===== src/rtl/tks_pkg.sv =====
package tks_pkg;

  localparam int MAX_KEEP     = 16;
  localparam int RESULT_LIMIT = 16;
  localparam int KEEP_LIM     = (MAX_KEEP < RESULT_LIMIT) ? MAX_KEEP : RESULT_LIMIT;
  localparam int CNT_W        = $clog2(MAX_KEEP + 1);
  localparam int IDX_W        = (MAX_KEEP > 1) ? $clog2(MAX_KEEP) : 1;

  localparam int DATA_W   = 32;
  localparam int KC_W     = 5;
  localparam int RANK_W   = 4;
  localparam int CFG_IDX_W = 1;

  localparam int QUEUE_DEPTH = 4;
  localparam int QPTR_W      = $clog2(QUEUE_DEPTH);
  localparam int QCNT_W      = $clog2(QUEUE_DEPTH + 1);

  typedef enum logic [CFG_IDX_W-1:0] {
    CFG_KEEP_COUNT = 1'b0,
    CFG_WEIGHT_THR = 1'b1
  } cfg_reg_t;

  typedef enum logic {
    ST_INSERT,
    ST_DRAIN
  } back_state_t;

  typedef struct packed {
    logic [DATA_W-1:0]        row;
    logic [DATA_W-1:0]        gamma;
    logic signed [DATA_W-1:0] weight;
    logic                     keep;
    logic                     last;
  } hit_item_t;

  function automatic logic [CNT_W-1:0] eff_keep(input logic [KC_W-1:0] kc);
    logic [CNT_W-1:0] k;
    if (kc == '0) begin
      k = CNT_W'(1);
    end else if (32'(kc) > KEEP_LIM) begin
      k = CNT_W'(KEEP_LIM);
    end else begin
      k = CNT_W'(kc);
    end
    return k;
  endfunction

endpackage


===== src/rtl/top_k_hit_selector.sv =====
// An accepted hit is registered in the queue, then popped and inserted into the kept list
// in ST_INSERT; after the last hit of a query the back drains the list through the output
// register in ST_DRAIN. Throughput: one hit per cycle in ST_INSERT, set by the parallel
// compare insert; the drain emits one result per cycle while out_pop frees the output,
// the queue takes up to 4 hits meanwhile, then holds in_full high until the drain is done.
// Reset (rst_n low, synchronous): queue and output empty, no hits kept,
// keep_count 16, weight_threshold -2147483648.
module top_k_hit_selector
  import tks_pkg::*;
(
  input  logic                     clk,
  input  logic                     rst_n,
  input  logic                     in_push,
  output logic                     in_full,
  input  logic [DATA_W-1:0]        in_row,
  input  logic [DATA_W-1:0]        in_gamma,
  input  logic signed [DATA_W-1:0] in_weight,
  input  logic                     in_last,
  output logic                     out_empty,
  input  logic                     out_pop,
  output logic [DATA_W-1:0]        out_hit_row,
  output logic [DATA_W-1:0]        out_hit_gamma,
  output logic signed [DATA_W-1:0] out_hit_weight,
  output logic [RANK_W-1:0]        out_rank,
  output logic                     out_found,
  output logic                     out_final_res,
  input  logic                     cfg_valid,
  output logic                     cfg_ready,
  input  logic [CFG_IDX_W-1:0]     cfg_index,
  input  logic [DATA_W-1:0]        cfg_data
);

  logic [KC_W-1:0]          keep_count_r, keep_count_nxt;
  logic signed [DATA_W-1:0] weight_thr_r, weight_thr_nxt;
  logic                     q_full, q_push, q_pop, q_empty;
  hit_item_t                q_in_item, q_out_item;

  assign cfg_ready = 1'b1;

  always_comb begin
    keep_count_nxt = keep_count_r;
    weight_thr_nxt = weight_thr_r;
    if (cfg_valid && cfg_ready) begin
      unique case (cfg_reg_t'(cfg_index))
        CFG_KEEP_COUNT: keep_count_nxt = cfg_data[KC_W-1:0];
        CFG_WEIGHT_THR: weight_thr_nxt = cfg_data;
        default: begin
          keep_count_nxt = keep_count_r;
        end
      endcase
    end
  end

  always_ff @(posedge clk) begin
    if (!rst_n) begin
      keep_count_r <= KC_W'(16);
      weight_thr_r <= {1'b1, {(DATA_W-1){1'b0}}};
    end else begin
      keep_count_r <= keep_count_nxt;
      weight_thr_r <= weight_thr_nxt;
    end
  end

  tks_front u_front (
    .in_push    (in_push),
    .in_full    (in_full),
    .in_row     (in_row),
    .in_gamma   (in_gamma),
    .in_weight  (in_weight),
    .in_last    (in_last),
    .weight_thr (weight_thr_r),
    .q_full     (q_full),
    .q_push     (q_push),
    .q_item     (q_in_item)
  );

  tks_queue u_queue (
    .clk       (clk),
    .rst_n     (rst_n),
    .push      (q_push),
    .push_item (q_in_item),
    .full      (q_full),
    .pop       (q_pop),
    .pop_item  (q_out_item),
    .empty     (q_empty)
  );

  tks_back u_back (
    .clk            (clk),
    .rst_n          (rst_n),
    .keep_count     (keep_count_r),
    .q_empty        (q_empty),
    .q_item         (q_out_item),
    .q_pop          (q_pop),
    .out_empty      (out_empty),
    .out_pop        (out_pop),
    .out_hit_row    (out_hit_row),
    .out_hit_gamma  (out_hit_gamma),
    .out_hit_weight (out_hit_weight),
    .out_rank       (out_rank),
    .out_found      (out_found),
    .out_final_res  (out_final_res)
  );

endmodule


===== src/rtl/tks_front.sv =====
module tks_front
  import tks_pkg::*;
(
  input  logic                     in_push,
  output logic                     in_full,
  input  logic [DATA_W-1:0]        in_row,
  input  logic [DATA_W-1:0]        in_gamma,
  input  logic signed [DATA_W-1:0] in_weight,
  input  logic                     in_last,
  input  logic signed [DATA_W-1:0] weight_thr,
  input  logic                     q_full,
  output logic                     q_push,
  output hit_item_t                q_item
);

  logic keep;

  assign keep    = (in_weight >= weight_thr);
  assign in_full = q_full;

  // pass every transaction so the back trims the kept list on each one
  assign q_push  = in_push && !q_full;

  always_comb begin
    q_item.row    = in_row;
    q_item.gamma  = in_gamma;
    q_item.weight = in_weight;
    q_item.keep   = keep;
    q_item.last   = in_last;
  end

endmodule


===== src/rtl/tks_queue.sv =====
module tks_queue
  import tks_pkg::*;
(
  input  logic      clk,
  input  logic      rst_n,
  input  logic      push,
  input  hit_item_t push_item,
  output logic      full,
  input  logic      pop,
  output hit_item_t pop_item,
  output logic      empty
);

  hit_item_t         slots_r [QUEUE_DEPTH];
  logic [QPTR_W-1:0] wr_ptr_r, wr_ptr_nxt;
  logic [QPTR_W-1:0] rd_ptr_r, rd_ptr_nxt;
  logic [QCNT_W-1:0] count_r, count_nxt;
  logic              do_push, do_pop;

  assign full     = (count_r == QCNT_W'(QUEUE_DEPTH));
  assign empty    = (count_r == '0);
  assign do_push  = push && !full;
  assign do_pop   = pop && !empty;
  assign pop_item = slots_r[rd_ptr_r];

  always_comb begin
    wr_ptr_nxt = do_push ? wr_ptr_r + QPTR_W'(1) : wr_ptr_r;
    rd_ptr_nxt = do_pop ? rd_ptr_r + QPTR_W'(1) : rd_ptr_r;
    count_nxt  = count_r;
    if (do_push && !do_pop) begin
      count_nxt = count_r + QCNT_W'(1);
    end else if (do_pop && !do_push) begin
      count_nxt = count_r - QCNT_W'(1);
    end
  end

  always_ff @(posedge clk) begin
    if (!rst_n) begin
      wr_ptr_r <= '0;
      rd_ptr_r <= '0;
      count_r  <= '0;
    end else begin
      wr_ptr_r <= wr_ptr_nxt;
      rd_ptr_r <= rd_ptr_nxt;
      count_r  <= count_nxt;
    end
  end

  always_ff @(posedge clk) begin
    if (do_push) begin
      slots_r[wr_ptr_r] <= push_item;
    end
  end

endmodule


===== src/rtl/tks_back.sv =====
module tks_back
  import tks_pkg::*;
(
  input  logic                     clk,
  input  logic                     rst_n,
  input  logic [KC_W-1:0]          keep_count,
  input  logic                     q_empty,
  input  hit_item_t                q_item,
  output logic                     q_pop,
  output logic                     out_empty,
  input  logic                     out_pop,
  output logic [DATA_W-1:0]        out_hit_row,
  output logic [DATA_W-1:0]        out_hit_gamma,
  output logic signed [DATA_W-1:0] out_hit_weight,
  output logic [RANK_W-1:0]        out_rank,
  output logic                     out_found,
  output logic                     out_final_res
);

  back_state_t state_r, state_nxt;

  logic [DATA_W-1:0]        rows_r    [MAX_KEEP];
  logic [DATA_W-1:0]        gammas_r  [MAX_KEEP];
  logic signed [DATA_W-1:0] weights_r [MAX_KEEP];
  logic [DATA_W-1:0]        rows_nxt    [MAX_KEEP];
  logic [DATA_W-1:0]        gammas_nxt  [MAX_KEEP];
  logic signed [DATA_W-1:0] weights_nxt [MAX_KEEP];

  logic [CNT_W-1:0]  total_r, total_nxt;
  logic [RANK_W-1:0] rank_r, rank_nxt;

  logic                     out_valid_r, out_valid_nxt;
  logic [DATA_W-1:0]        out_row_r, out_row_nxt;
  logic [DATA_W-1:0]        out_gamma_r, out_gamma_nxt;
  logic signed [DATA_W-1:0] out_weight_r, out_weight_nxt;
  logic [RANK_W-1:0]        out_rank_r, out_rank_nxt;
  logic                     out_found_r, out_found_nxt;
  logic                     out_final_r, out_final_nxt;

  logic [CNT_W-1:0]    k_eff, k_m1, tot_eff, total_after;
  logic [MAX_KEEP-1:0] ins;
  logic                take, load, last_emit;

  assign k_eff   = eff_keep(keep_count);
  assign k_m1    = k_eff - CNT_W'(1);
  assign tot_eff = (total_r > k_eff) ? k_eff : total_r;

  // newcomer belongs at or before slot i
  always_comb begin
    for (int i = 0; i < MAX_KEEP; i++) begin
      ins[i] = (CNT_W'(i) >= tot_eff) ||
               (q_item.weight > weights_r[i]) ||
               ((q_item.weight == weights_r[i]) && (q_item.row < rows_r[i]));
    end
  end

  assign take        = q_item.keep && ins[k_m1[IDX_W-1:0]];
  assign total_after = (take && (tot_eff < k_eff)) ? tot_eff + CNT_W'(1) : tot_eff;
  assign q_pop       = (state_r == ST_INSERT) && !q_empty;
  assign load        = (state_r == ST_DRAIN) && (!out_valid_r || out_pop);
  assign last_emit   = (total_r <= CNT_W'(1));

  always_comb begin
    for (int i = 0; i < MAX_KEEP; i++) begin
      rows_nxt[i]    = rows_r[i];
      gammas_nxt[i]  = gammas_r[i];
      weights_nxt[i] = weights_r[i];
    end
    if (q_pop && take) begin
      for (int i = 0; i < MAX_KEEP; i++) begin
        if (ins[i]) begin
          if (i == 0 || !ins[(i == 0) ? 0 : i - 1]) begin
            rows_nxt[i]    = q_item.row;
            gammas_nxt[i]  = q_item.gamma;
            weights_nxt[i] = q_item.weight;
          end else begin
            rows_nxt[i]    = rows_r[(i == 0) ? 0 : i - 1];
            gammas_nxt[i]  = gammas_r[(i == 0) ? 0 : i - 1];
            weights_nxt[i] = weights_r[(i == 0) ? 0 : i - 1];
          end
        end
      end
    end else if (load) begin
      // advance the list toward slot 0
      for (int i = 0; i < MAX_KEEP - 1; i++) begin
        rows_nxt[i]    = rows_r[i + 1];
        gammas_nxt[i]  = gammas_r[i + 1];
        weights_nxt[i] = weights_r[i + 1];
      end
    end
  end

  always_comb begin
    state_nxt      = state_r;
    total_nxt      = total_r;
    rank_nxt       = rank_r;
    out_valid_nxt  = out_valid_r;
    out_row_nxt    = out_row_r;
    out_gamma_nxt  = out_gamma_r;
    out_weight_nxt = out_weight_r;
    out_rank_nxt   = out_rank_r;
    out_found_nxt  = out_found_r;
    out_final_nxt  = out_final_r;
    if (out_pop && out_valid_r) begin
      out_valid_nxt = 1'b0;
    end
    unique case (state_r)
      ST_INSERT: begin
        if (q_pop) begin
          total_nxt = total_after;
          rank_nxt  = '0;
          if (q_item.last) begin
            state_nxt = ST_DRAIN;
          end
        end
      end
      ST_DRAIN: begin
        if (load) begin
          out_valid_nxt  = 1'b1;
          out_found_nxt  = (total_r != '0);
          out_row_nxt    = (total_r != '0) ? rows_r[0] : '0;
          out_gamma_nxt  = (total_r != '0) ? gammas_r[0] : '0;
          out_weight_nxt = (total_r != '0) ? weights_r[0] : '0;
          out_rank_nxt   = rank_r;
          out_final_nxt  = last_emit;
          rank_nxt       = rank_r + RANK_W'(1);
          total_nxt      = (total_r != '0) ? total_r - CNT_W'(1) : '0;
          if (last_emit) begin
            state_nxt = ST_INSERT;
          end
        end
      end
      default: begin
        state_nxt = ST_INSERT;
      end
    endcase
  end

  always_ff @(posedge clk) begin
    if (!rst_n) begin
      state_r     <= ST_INSERT;
      total_r     <= '0;
      rank_r      <= '0;
      out_valid_r <= 1'b0;
    end else begin
      state_r     <= state_nxt;
      total_r     <= total_nxt;
      rank_r      <= rank_nxt;
      out_valid_r <= out_valid_nxt;
    end
  end

  always_ff @(posedge clk) begin
    for (int i = 0; i < MAX_KEEP; i++) begin
      rows_r[i]    <= rows_nxt[i];
      gammas_r[i]  <= gammas_nxt[i];
      weights_r[i] <= weights_nxt[i];
    end
    out_row_r    <= out_row_nxt;
    out_gamma_r  <= out_gamma_nxt;
    out_weight_r <= out_weight_nxt;
    out_rank_r   <= out_rank_nxt;
    out_found_r  <= out_found_nxt;
    out_final_r  <= out_final_nxt;
  end

  assign out_empty      = !out_valid_r;
  assign out_hit_row    = out_row_r;
  assign out_hit_gamma  = out_gamma_r;
  assign out_hit_weight = out_weight_r;
  assign out_rank       = out_rank_r;
  assign out_found      = out_found_r;
  assign out_final_res  = out_final_r;

endmodule

===== config.mk =====
export PLATFORM = sky130hd
export DESIGN_NAME = top_k_hit_selector
export DESIGN_NICKNAME = d
export VERILOG_FILES = /design/src/rtl/tks_pkg.sv /design/src/rtl/top_k_hit_selector.sv /design/src/rtl/tks_front.sv /design/src/rtl/tks_queue.sv /design/src/rtl/tks_back.sv
export SDC_FILE = /design/constraint.sdc
export NUM_CORES = 2
export LEC_CHECK = 0
export BUFFER_PORTS_ARGS = -buffer_cell sky130_fd_sc_hd__clkbuf_2
export CAP_MARGIN = 15
export CORE_ASPECT_RATIO = 1.5
export CORE_MARGIN = 2
export CORE_UTILIZATION = 58
export CTS_CLUSTER_DIAMETER = 80
export DETAILED_ROUTE_END_ITERATION = 10
export GPL_TIMING_DRIVEN = 0
export PLACE_DENSITY = 0.77
export SETUP_SLACK_MARGIN = 0.2
export SYNTH_ARGS = -nofsm -noshare
export SYNTH_HDL_FRONTEND = slang
export SYNTH_SLANG_ARGS = --single-unit

===== constraint.sdc =====
create_clock -name clk -period 10.8 [get_ports clk]
set_clock_uncertainty 0.1 [all_clocks]
set_input_delay 1.08 -clock clk [delete_from_list [all_inputs] [get_ports clk]]
set_output_delay 1.08 -clock clk [all_outputs]
set_load 0.01 [all_outputs]

Yosys cells after proc, flatten, opt, wreduce, memory -nomap -nowiden
Memories as Yosys holds them, arrays and structs flattened. A register that Yosys moved wholly into a read port is not among the register bits.
Index checks and enable logic that the tools add are counted.
{"block": "word_totals", "wordCells": 304, "ram_bits": 1928, "mem_count": 4, "reg_bits": 157, "in_bits": 135}
{"block": "op_classes", "bitwise": 2, "add_sub_neg": 8, "reduce_logical": 73, "magnitude_cmp": 54, "n_eq_ne": 19, "muxes": 129}
{"memory": "u_back.gammas_r", "words": 16, "width": 32, "read_ports": 16, "rd_ports_with_merged_regs": 0, "wr": 16, "line": "tks_back.sv:23", "rtl": "logic [DATA_W-1:0] gammas_r [MAX_KEEP];"}
{"memory": "u_back.rows_r", "words": 16, "width": 32, "read_ports": 16, "rd_ports_with_merged_regs": 0, "wr": 16, "line": "tks_back.sv:22", "rtl": "logic [DATA_W-1:0] rows_r [MAX_KEEP];"}
{"memory": "u_back.weights_r", "words": 16, "width": 32, "read_ports": 16, "rd_ports_with_merged_regs": 0, "wr": 16, "line": "tks_back.sv:24", "rtl": "logic signed [DATA_W-1:0] weights_r [MAX_KEEP];"}
{"memory": "u_queue.slots_r", "words": 4, "width": 98, "read_ports": 1, "rd_ports_with_merged_regs": 1, "wr": 1, "line": "tks_queue.sv:14", "rtl": "hit_item_t slots_r [QUEUE_DEPTH];"}
{"operator": "32-bit 2-to-1 mux", "n": 96}
{"operator": "480-bit 2-to-1 mux", "n": 6}
{"operator": "32-bit equality test", "n": 16}
{"operator": "32-bit > comparator", "n": 16}
{"operator": "32-bit less-than comparator", "n": 16}
{"operator": "4-bit by 5-bit >= comparator with 1-bit output, first input constant", "n": 8}
{"operator": "5-bit 2-to-1 mux", "n": 7}
{"operator": "1-bit logical OR", "n": 33}
{"operator": "32-bit >= comparator", "n": 1}
{"operator": "1-bit logical AND", "n": 27}
{"operator": "3-bit by 5-bit >= comparator with 1-bit output, first input constant", "n": 4}
{"operator": "1-bit by 5-bit >= comparator with 1-bit output, first input constant", "n": 2}
{"operator": "2-bit by 5-bit >= comparator with 1-bit output, first input constant", "n": 2}
{"operator": "1-bit 2-to-1 mux", "n": 10}
{"operator": "5-bit one-hot mux with 2 select lines", "n": 1}
{"operator": "4-bit 2-to-1 mux", "n": 2}
{"operator": "4-bit one-hot mux with 2 select lines", "n": 1}
{"operator": "2-bit AND reduction", "n": 4}
{"operator": "3-bit 2-to-1 mux", "n": 2}
{"operator": "5-bit by 1-bit adder with 5-bit output, second input constant", "n": 1}
{"operator": "5-bit > comparator", "n": 1}
{"operator": "5-bit > comparator, second input constant", "n": 1}
{"operator": "5-bit by 1-bit <= comparator with 1-bit output, second input constant", "n": 1}
{"operator": "1-bit logical NOT", "n": 5}
{"operator": "19 further kinds", "n": 22}

Logic depth before layout (Yosys ltp)
{"block": "logic_depth", "depth_word": 15, "ltp_mapped": 27, "depth_no_buf": 21}

By module
Synthesis repeated with hierarchy kept, for this count alone.
{"block": "unflattened", "hier_cells": 11824, "hier_area_um2": 124301.7}
{"module": "tks_back", "n_inst": 1, "cells_per_inst": 10885, "area_each_um2": 106683.6, "seq_area_each_um2": 49407.4}
{"module": "tks_queue", "n_inst": 1, "cells_per_inst": 560, "area_each_um2": 14597.8, "seq_area_each_um2": 11951.5}
{"module": "tks_front", "n_inst": 1, "cells_per_inst": 212, "area_each_um2": 1559.0, "seq_area_each_um2": 0.0}
{"module": "top_k_hit_selector", "n_inst": 1, "cells_per_inst": 167, "area_each_um2": 1461.4, "seq_area_each_um2": 740.7}

Worst setup path after synthesis
OpenSTA, ideal clock, no wires.
{"block": "synth_path", "kind": "reg-to-reg", "from": "register (tool-made name)", "to": "memory u_back.gammas_r[0][0], enable pin", "stages_incl_launch_ff": 22, "setup_slack_ns": 0.338, "required_time_ns": 10.137, "setup_ns": 0.563, "n_path_buf": 7, "arrival_time_ns": 9.799, "synth_period_minus_slack_ns": 10.462, "cell_sequence": "dfxtp_1 buf_2 buf_1 buf_1 mux4_2 clkbuf_1 ha_1 a21o_1 a221o_1 a221oi_1 o21ai_0 a211oi_1 xnor2_1 o211ai_1 o2111a_1 o41ai_2 nor3_1 buf_4 buf_4 buf_4 inv_2 o21ai_1"}
{"element": "end: declaration", "line": "tks_back.sv:23"}

==> results.yml <==
synth:
  synth_seq_area_share_pct: 50.4
  yosys_warnings: 0
  synth_cell_types: 82
  async_reset_ff_share_pct: 0
  synth_fp_nets: 12800
  synth-edff-count: 2030
  syn_avg_cell_area_um2: 10.7
  ys.flop_type: "edfxtp_1"
  syn_area_um2: 123000
  synthCells: 11600
  ys_ff_latch: 2087
clocking:
  cts_buffers: 211
  cts_root_buffer: "clkbuf_16"
  cts_sinks: 2087
  clk_pin_slew_ps: 70
  cts_tree: "yes"
  htreeDepth: 4
  clk_latency_ps: 910
  cts-hold-fix-buffers: 0
  clock_path_buffers: 4
timing:
  setup_viol: 0
  slew_headroom_pct: 10.4
  worstMarginPinSlew_ps: 1340
  rsz0062_at_grt: "no"
  final-hold-violation-count: 0
  fmax_mhz: 95.2
  finalCritPeriodShare_pct: 97.3
  fin_crit_ps: 10510
  finalMaxSlewViolations: 0
global_route:
  grt_util_all_layers_pct: 38.1
  grt_pass1_wl_mm: 613
  grt_pass1_vias: 101000
  grt_overflow: 0
  antenna_found_initial: 16
  grt_max_degree: 98
worst_setup_path:
  crit_path_top_delay_cell: "nor4bb_1"
  crit_path_max_fanout: 62
  startpoint_type: "flop"
  path_buf_inv: 11
  cp_data_required_time_ps: 11230
  endpoint_kind: "flop"
  cp_top_family: "buffers and inverters"
  cp_common_cell: "buf_4"
  critPathMaxStageDelay_ps: 800
  crit_arrival_ps: 10940
  critical_path_class: "reg -> reg"
die:
  dieArea_um2: 216000
  die_h_um: 569
  core_area_um2: 212000
  die_w_um: 380
  start_util_pct: 58.2
  num_rows: 207
  ios: 240
final_layout:
  register_area_um2: 62100
  fillCellCount: 16800
  drive_gt1_share_pct: 10.1
  mostFrequentLayoutCells: "edfxtp_1 (2030), a21oi_1 (1826), nor2_1 (1733)"
  area_growth_pct: 10.6
  nets: 13300
  layout_commonest_cell: "edfxtp_1"
  multi_input_area_um2: 54400
  final_cells: 15100
flow_run:
  drv_cap: 0
hold_path:
  min-delay-path-class: "in -> reg"
run_status:
  status: "finished clean"
detailed_routing:
  detail_route.wl_per_cell_um: 28.0
  detail_route.vias_per_cell: 6.37
  antenna_left: 0
  vias: 96200
  drt_iter0_markers: 8230
  wirelength_mm: 422
  drc: 0
  firstDrtPassIters: 8
place:
  hpwlAfterDp_mm: 330
  routabilityCongestion: 0.986
  place.port_buffers: 237
  dp.cells: 14700
==> cell usage after synthesis (32+ instances only) <==
library cell	number	share of area, %
nor4_1	34	0.17
a211oi_1	49	0.30
and2_1	49	0.25
o21ai_0	158	0.64
edfxtp_1	2030	49
mux2_2	106	0.97
a31oi_1	76	0.39
dfxtp_1	57	0.93
buf_1	32	0.097
inv_1	1086	3.3
a21boi_0	46	0.28
mux4_2	98	1.8
nand2_1	456	1.4
clkbuf_1	313	0.95
o21ai_1	67	0.27
nor2_1	1734	5.3
nand3_1	109	0.44
o211ai_1	51	0.31
nor3_1	36	0.15
and4_1	33	0.23
ha_1	1061	11
a21oi_1	1826	7.4
mux2i_1	1096	8.9
buf_2	307	1.2
nor2b_1	43	0.22
nand4_1	181	0.92
a21o_1	134	0.82
==> area by class of cell <==
type                            count  share of cell area [%]
Sequential cell                  2087                    45.6
Multi-Input combinational cell   7740                    39.9
Clock buffer                      255                    3.99
Inverter                         1089                    3.01
Tap cell                         2821                    2.59
Buffer                            659                    2.21
Timing Repair Buffer              313                    1.84
Clock inverter                    121                   0.843
Antenna cell                       17                  0.0312
==> metal layers <==
layer	vias to the layer above	global-route usage, %	part of all wire (%)
met3	1990	5.26	5.3
met4	2	41.5	13
met5	-	0	0.0028
li1	43000	-	-
met1	46700	37.5	32
met2	4464	66.0	49
==> metrics by stage <==
step	util (%)	hold WS (ps)	TNS [ps]	worst slack (ps)	cell area, um2
after global routing	64.4	303	0	169	136000
after detailed placement	61.1	355	-70290	-292	129000
final	64.4	302	0	292	136000
after global placement	60.5	346	-7826790	-6870	128000
after floorplan	-	328	0	338	123000
after CTS	64.3	280	0	221	136000
==> path summary, 6_finish.rpt <==
path,from,endpoint,slack (ps),depth (start not counted)
max,flop,u_back.gammas_r[1][202],290,25
min,in_row[27],u_queue.slots_r[0][93],300,1
max reg2reg,flop,u_back.gammas_r[1][202],290,25
min reg2reg,weight_thr_r[1],weight_thr_r[1],370,2
==> flip-flops by register name (all words and copies together) (netlist names), 3 cells and up, named ones only <==
signal,count
keep_count_r,5
u_back.gammas_r,512
u_back.out_hit_gamma,32
u_back.out_hit_row,32
u_back.out_hit_weight,32
u_back.out_rank,4
u_back.rank_r,4
u_back.rows_r,512
u_back.total_r,5
u_back.weights_r,512
u_queue.count_r,3
u_queue.slots_r,392
weight_thr_r,32
==> logic make-up after synthesis <==
| kind of cell | after synthesis | synth area share, % |
|---|---|---|
| AND/OR/NAND/NOR | 2747 | 9.48 |
| other | 1 | 0.00304 |
| flip-flops | 2087 | 50.4 |
| AO/OA/AOI/OAI | 2585 | 11.7 |
| XOR/XNOR | 15 | 0.107 |
| buffers and inverters | 1749 | 5.67 |
| adder cells (fa/ha/maj) | 1062 | 10.8 |
| multiplexers | 1324 | 11.9 |
==> worst reg2reg max path: stages (launching register included) <==
cell	delay, ps
dfxtp_1	300
buf_2	280
clkdlybuf4s15_2	520
buf_1	370
buf_8	230
mux4_2	780
clkbuf_2	590
ha_1	550
nand4_1	160
nor4_1	280
and2_1	270
nor4bb_1	800
o211ai_1	210
a221oi_1	270
nor3_1	80
clkbuf_1	430
o21bai_1	520
o41ai_2	290
nor3_1	230
buf_4	420
buf_4	490
buf_4	350
buf_2	490
nand2_1	180
nand2_4	510
buf_16	360
==> timing repair <==
action                      CTS  global route
setup endpoints to repair  1399          1472
pin swaps                     7             5
cloned                        6             0
gates resized for setup       7            16
buffers inserted              7            14
Power is left out: the tool's default activity adds up to more than one toggle a clock period on the data nets, which glitch-free logic cannot reach.
